### src/rtl/core/gyi_pkg.sv
package gyi_pkg;

    // item kinds
    localparam logic [1:0] KIND_CALIB = 2'd0;
    localparam logic [1:0] KIND_RATE  = 2'd1;
    localparam logic [1:0] KIND_ZERO  = 2'd2;

    localparam int RAW_W   = 16;
    localparam int CORR_W  = 25;
    localparam int BIAS_W  = 25;
    localparam int SUM_W   = 24;
    localparam int LIMIT_W = 24;
    localparam int YAW_W   = 32;
    localparam int REL_W   = 31;

    localparam int CALIB_COUNT_DEF = 200;
    localparam logic [LIMIT_W-1:0] BIAS_LIMIT_RESET = 24'd20972;

    // 180 and 360 degrees in 2^-22 degree units
    localparam logic signed [YAW_W-1:0] DEG180 = 32'sd754974720;
    localparam logic signed [YAW_W-1:0] DEG360 = 32'sd1509949440;

    typedef struct packed {
        logic done;
        logic ok;
    } calib_stat_t;

    function automatic logic signed [YAW_W-1:0] wrap_once(input logic signed [YAW_W-1:0] a);
        logic signed [YAW_W-1:0] r;
        if (a > DEG180)
        begin
            r = a - DEG360;
        end
        else if (a < -DEG180)
        begin
            r = a + DEG360;
        end
        else
        begin
            r = a;
        end
        return r;
    endfunction

endpackage

### src/rtl/core/gyi_yaw.sv
module gyi_yaw
    import gyi_pkg::*;
(
    input  logic                      clk,
    input  logic                      rst_n,
    input  logic                      step,
    input  logic [1:0]                kind,
    input  logic signed [RAW_W-1:0]   raw,
    input  logic signed [BIAS_W-1:0]  bias,
    output logic signed [REL_W-1:0]   rel_yaw,
    output logic signed [CORR_W-1:0]  rate_corrected
);
    logic signed [YAW_W-1:0]  yaw_reg, yaw_next;
    logic signed [YAW_W-1:0]  off_reg, off_next;
    logic signed [CORR_W-1:0] raw_x, corr;
    logic signed [YAW_W-1:0]  corr_w, corr5, yaw_upd;
    logic signed [YAW_W-1:0]  rel_full;

    always_comb
    begin
        raw_x   = CORR_W'(raw);
        corr    = (raw_x <<< 8) - bias;
        corr_w  = YAW_W'(corr);
        // one lsb over 5 ms is 5 units of 2^-22 degree
        corr5   = (corr_w <<< 2) + corr_w;
        yaw_upd = wrap_once(yaw_reg + corr5);

        yaw_next       = yaw_reg;
        off_next       = off_reg;
        rate_corrected = '0;
        unique case (kind)
            KIND_RATE:
            begin
                yaw_next       = yaw_upd;
                rate_corrected = corr;
            end
            KIND_ZERO:
            begin
                off_next = yaw_reg;
            end
            default:
            begin
                yaw_next = yaw_reg;
            end
        endcase

        rel_full = wrap_once(yaw_next - off_next);
        rel_yaw  = rel_full[REL_W-1:0];
    end

    always_ff @(posedge clk or negedge rst_n)
    begin
        if (!rst_n)
        begin
            yaw_reg <= '0;
            off_reg <= '0;
        end
        else if (step)
        begin
            yaw_reg <= yaw_next;
            off_reg <= off_next;
        end
    end

endmodule

### config.mk
export PLATFORM = sky130hd
export DESIGN_NAME = gyi_yaw
export DESIGN_NICKNAME = d
export VERILOG_FILES = /design/src/rtl/core/gyi_pkg.sv /design/src/rtl/core/gyi_yaw.sv
export SDC_FILE = /design/constraint.sdc
export NUM_CORES = 1
export LEC_CHECK = 0
export CAP_MARGIN = 10
export CORE_UTILIZATION = 30
export DETAILED_ROUTE_END_ITERATION = 6
export DONT_BUFFER_PORTS = 1
export GPL_ROUTABILITY_DRIVEN = 0
export MAX_ROUTING_LAYER = met4
export PLACE_DENSITY = 0.53
export SLEW_MARGIN = 30
export SYNTH_ARGS = -nofsm -noshare
export SYNTH_HDL_FRONTEND = slang
export SYNTH_SLANG_ARGS = --single-unit
### constraint.sdc
create_clock -name clk -period 16.7 [get_ports clk]
set_clock_uncertainty 0.2 [all_clocks]
set_input_delay 1.67 -clock clk [delete_from_list [all_inputs] [get_ports clk]]
set_output_delay 1.67 -clock clk [all_outputs]
set_load 0.02 [all_outputs]
==> results.yml <==
die:
  dieWidth_microns: 173
  initial_core_util: 0.305
  chipHeight_microns: 173
  std_cell_rows: 62
  io-pin-count: 102
  design.die.area_sq_um: 29800
  coreArea_sq_um: 28700
worst_setup_path:
  critPathMaxFanout: 10
  rr_startpoint: "yaw_reg[10]"
  required_ns: 14.83
  critical-path-max-stage-delay_ns: 0.53
  r2r_setup_slack_ns: 11.77
  critPathLaunchType: "primary input"
  r2r-end: "yaw_reg[25]"
  crit_type: "in -> out"
  cp_slowest_cell: "xor2_1"
  reg2reg_depth: 16
  arrival_ns: 10.92
  critPathCaptureType: "primary output"
clock_tree:
  cts_resized: 0
  clockBufferDepth: 2
  clock-sinks: 64
  cts_max_level: 3
  holdBufCountCts: 0
  path_clk_slew_ns: 0.05
  cts_tree: "done"
  cts_setup_buffers: 0
  cts_root_buffer: "clkbuf_16"
  cts_buffers: 9
  clk_latency_ns: 0.33
sta:
  fmax_mhz: 78.2
  finalHoldViolCount: 0
  rsz0062_at_grt: "no"
  setup_tns_ns: 0
  post-route-min-period_ns: 12.79
  drv_slew: 0
  worst_pin_slew_ns: 0.803
  period_share: 0.766
  relSlewSlack: 0.451
  setup_viol: 0
logic_synthesis:
  synth_top_family_by_area: "compound AO/OA/AOI/OAI gates"
  muxShareOfSynthArea: 0.0485
  synth_warnings: 0
  yosysTopAreaCell: "dfrtp_1"
  avgSynthCellArea_sq_um: 7.76
  postSynth.topFlopCell: "dfrtp_1"
  synth_top_area_frac: 0.183
  synth-simple-area-share: 0.185
  ys_types: 81
  synth_edf_count: 0
  synth-seq-cells: 64
  synth_compound_area_frac: 0.247
  synthArstFlopShare: 1.00
  synth_area_leaders: "dfrtp_1 (18%), ha_1 (13%), a21oi_1 (6.2%), fa_1 (5.7%), nor2_1 (5.5%)"
  syn_area_sq_um: 8740
  synth_xor_area_frac: 0.0936
  seq_area_frac_synth: 0.183
  synth_nets: 1286
  netlist_instances: 1126
  synth-adder-area-share: 0.185
route:
  dr_total_vias: 7584
  detail_route.wl_per_cell_microns: 14.9
  wl_microns: 22300
  drtPass1Iterations: 5
  drcViolationCount: 0
  drtIter0Drc: 377
  via_per_inst: 5.08
  postRouteAntennaNets: 0
grt:
  grtUsageTotal: 0.154
  grt_max_degree: 104
  first_global_vias: 7102
  gr-total-overflow: 0
  antenna_found_initial: 0
  grt_first_pass_wirelength_microns: 36900
hold_path:
  hold_depth: 2
  min_from: "off_reg[0]"
  worstHoldEndpoint: "off_reg[0]"
  hp-class: "reg -> reg"
final_layout:
  diodes: 0
  area.sequential_sq_um: 1600
  utilization: 0.328
  nets: 1264
  layout_commonest_cell: "nor2_1"
  drive_gt1_frac: 0.0514
  final_cell_area_sq_um: 9410
  multiInputGateArea_sq_um: 6640
  syn_to_final_growth_pct: 7.63
  final_cell_mix: "nor2_1 (129), a21oi_1 (109), nand2_1 (104)"
  nFillCells: 3092
place:
  dpl_cell_area_sq_um: 9110
  hpwl_microns: 18400
  io_buffer_count: 0
status:
  status: "complete, no violations"
flow_run:
  drv_cap: 0
## how the worst max path moves through the flow
| stage | start | endpoint | slack (ns) |
|---|---|---|---|
| 2_1_floorplan | bias[9] | rel_yaw[30] | 5.17 |
| 3_3_place_gp | bias[9] | rel_yaw[30] | 4.13 |
| 3_5_place_dp | bias[8] | rel_yaw[29] | 3.88 |
| 4_1_cts | bias[8] | rel_yaw[29] | 3.85 |
| 5_1_grt | bias[9] | rel_yaw[29] | 2.92 |
| 6_report | bias[9] | rel_yaw[29] | 3.91 |
## through the flow
stage / worst slack [ns] / hold slack (ns) / cells
6_report: 3.91 / 0.313 / 1493
2_1_floorplan: 5.17 / 0.275 / 1126
5_1_grt: 2.92 / 0.344 / 1493
4_1_cts: 3.85 / 0.318 / 1493
3_5_place_dp: 3.88 / 0.306 / 1477
3_3_place_gp: 4.13 / 0.294 / 1477
## area by class of cell
class / count / share of cell area
clock buffer: 14 / 0.0281
tap: 384 / 0.0511
timing repair buffer: 3 / 0.00239
sequential: 64 / 0.170
clock inverter: 2 / 0.00399
multi-input combinational: 930 / 0.706
inverter: 96 / 0.0383
## cells by family after synthesis
group           Yosys count
xor+xnor                 87
simple gates            349
compound gates          340
buf+inv                 132
flops                    64
mux                      40
fa+ha+maj               114
## metal layers
layer	vias to the layer above	GRT usage	share of wire
li1	3940	-	-
met1	3474	0.230	0.54
met2	158	0.220	0.41
met3	12	0.0167	0.043
met4	0	0.0369	0.010
met5	-	-	0
## critical path: cells and delay by family
| kind | cells | cell delay (ns) |
|---|---|---|
| AND/OR/NAND/NOR | 8 | 1.49 |
| XOR/XNOR | 5 | 1.56 |
| buffers and inverters | 2 | 0.09 |
| adder cells (fa/ha/maj) | 4 | 1.43 |
| multiplexers | 1 | 0.17 |
| AO/OA/AOI/OAI | 20 | 4.49 |
## cells in the mapped netlist, types with 25 or more instances
library cell	instances
inv_1	95
a21oi_1	109
xor2_1	41
nand2_1	104
nor2_1	129
nor3_1	26
fa_1	25
dfrtp_1	64
xnor2_1	43
a21o_1	30
ha_1	89
o21ai_0	75
Power is left out: the tool's default activity adds up to more than one toggle a clock period on the data nets, which glitch-free logic cannot reach.
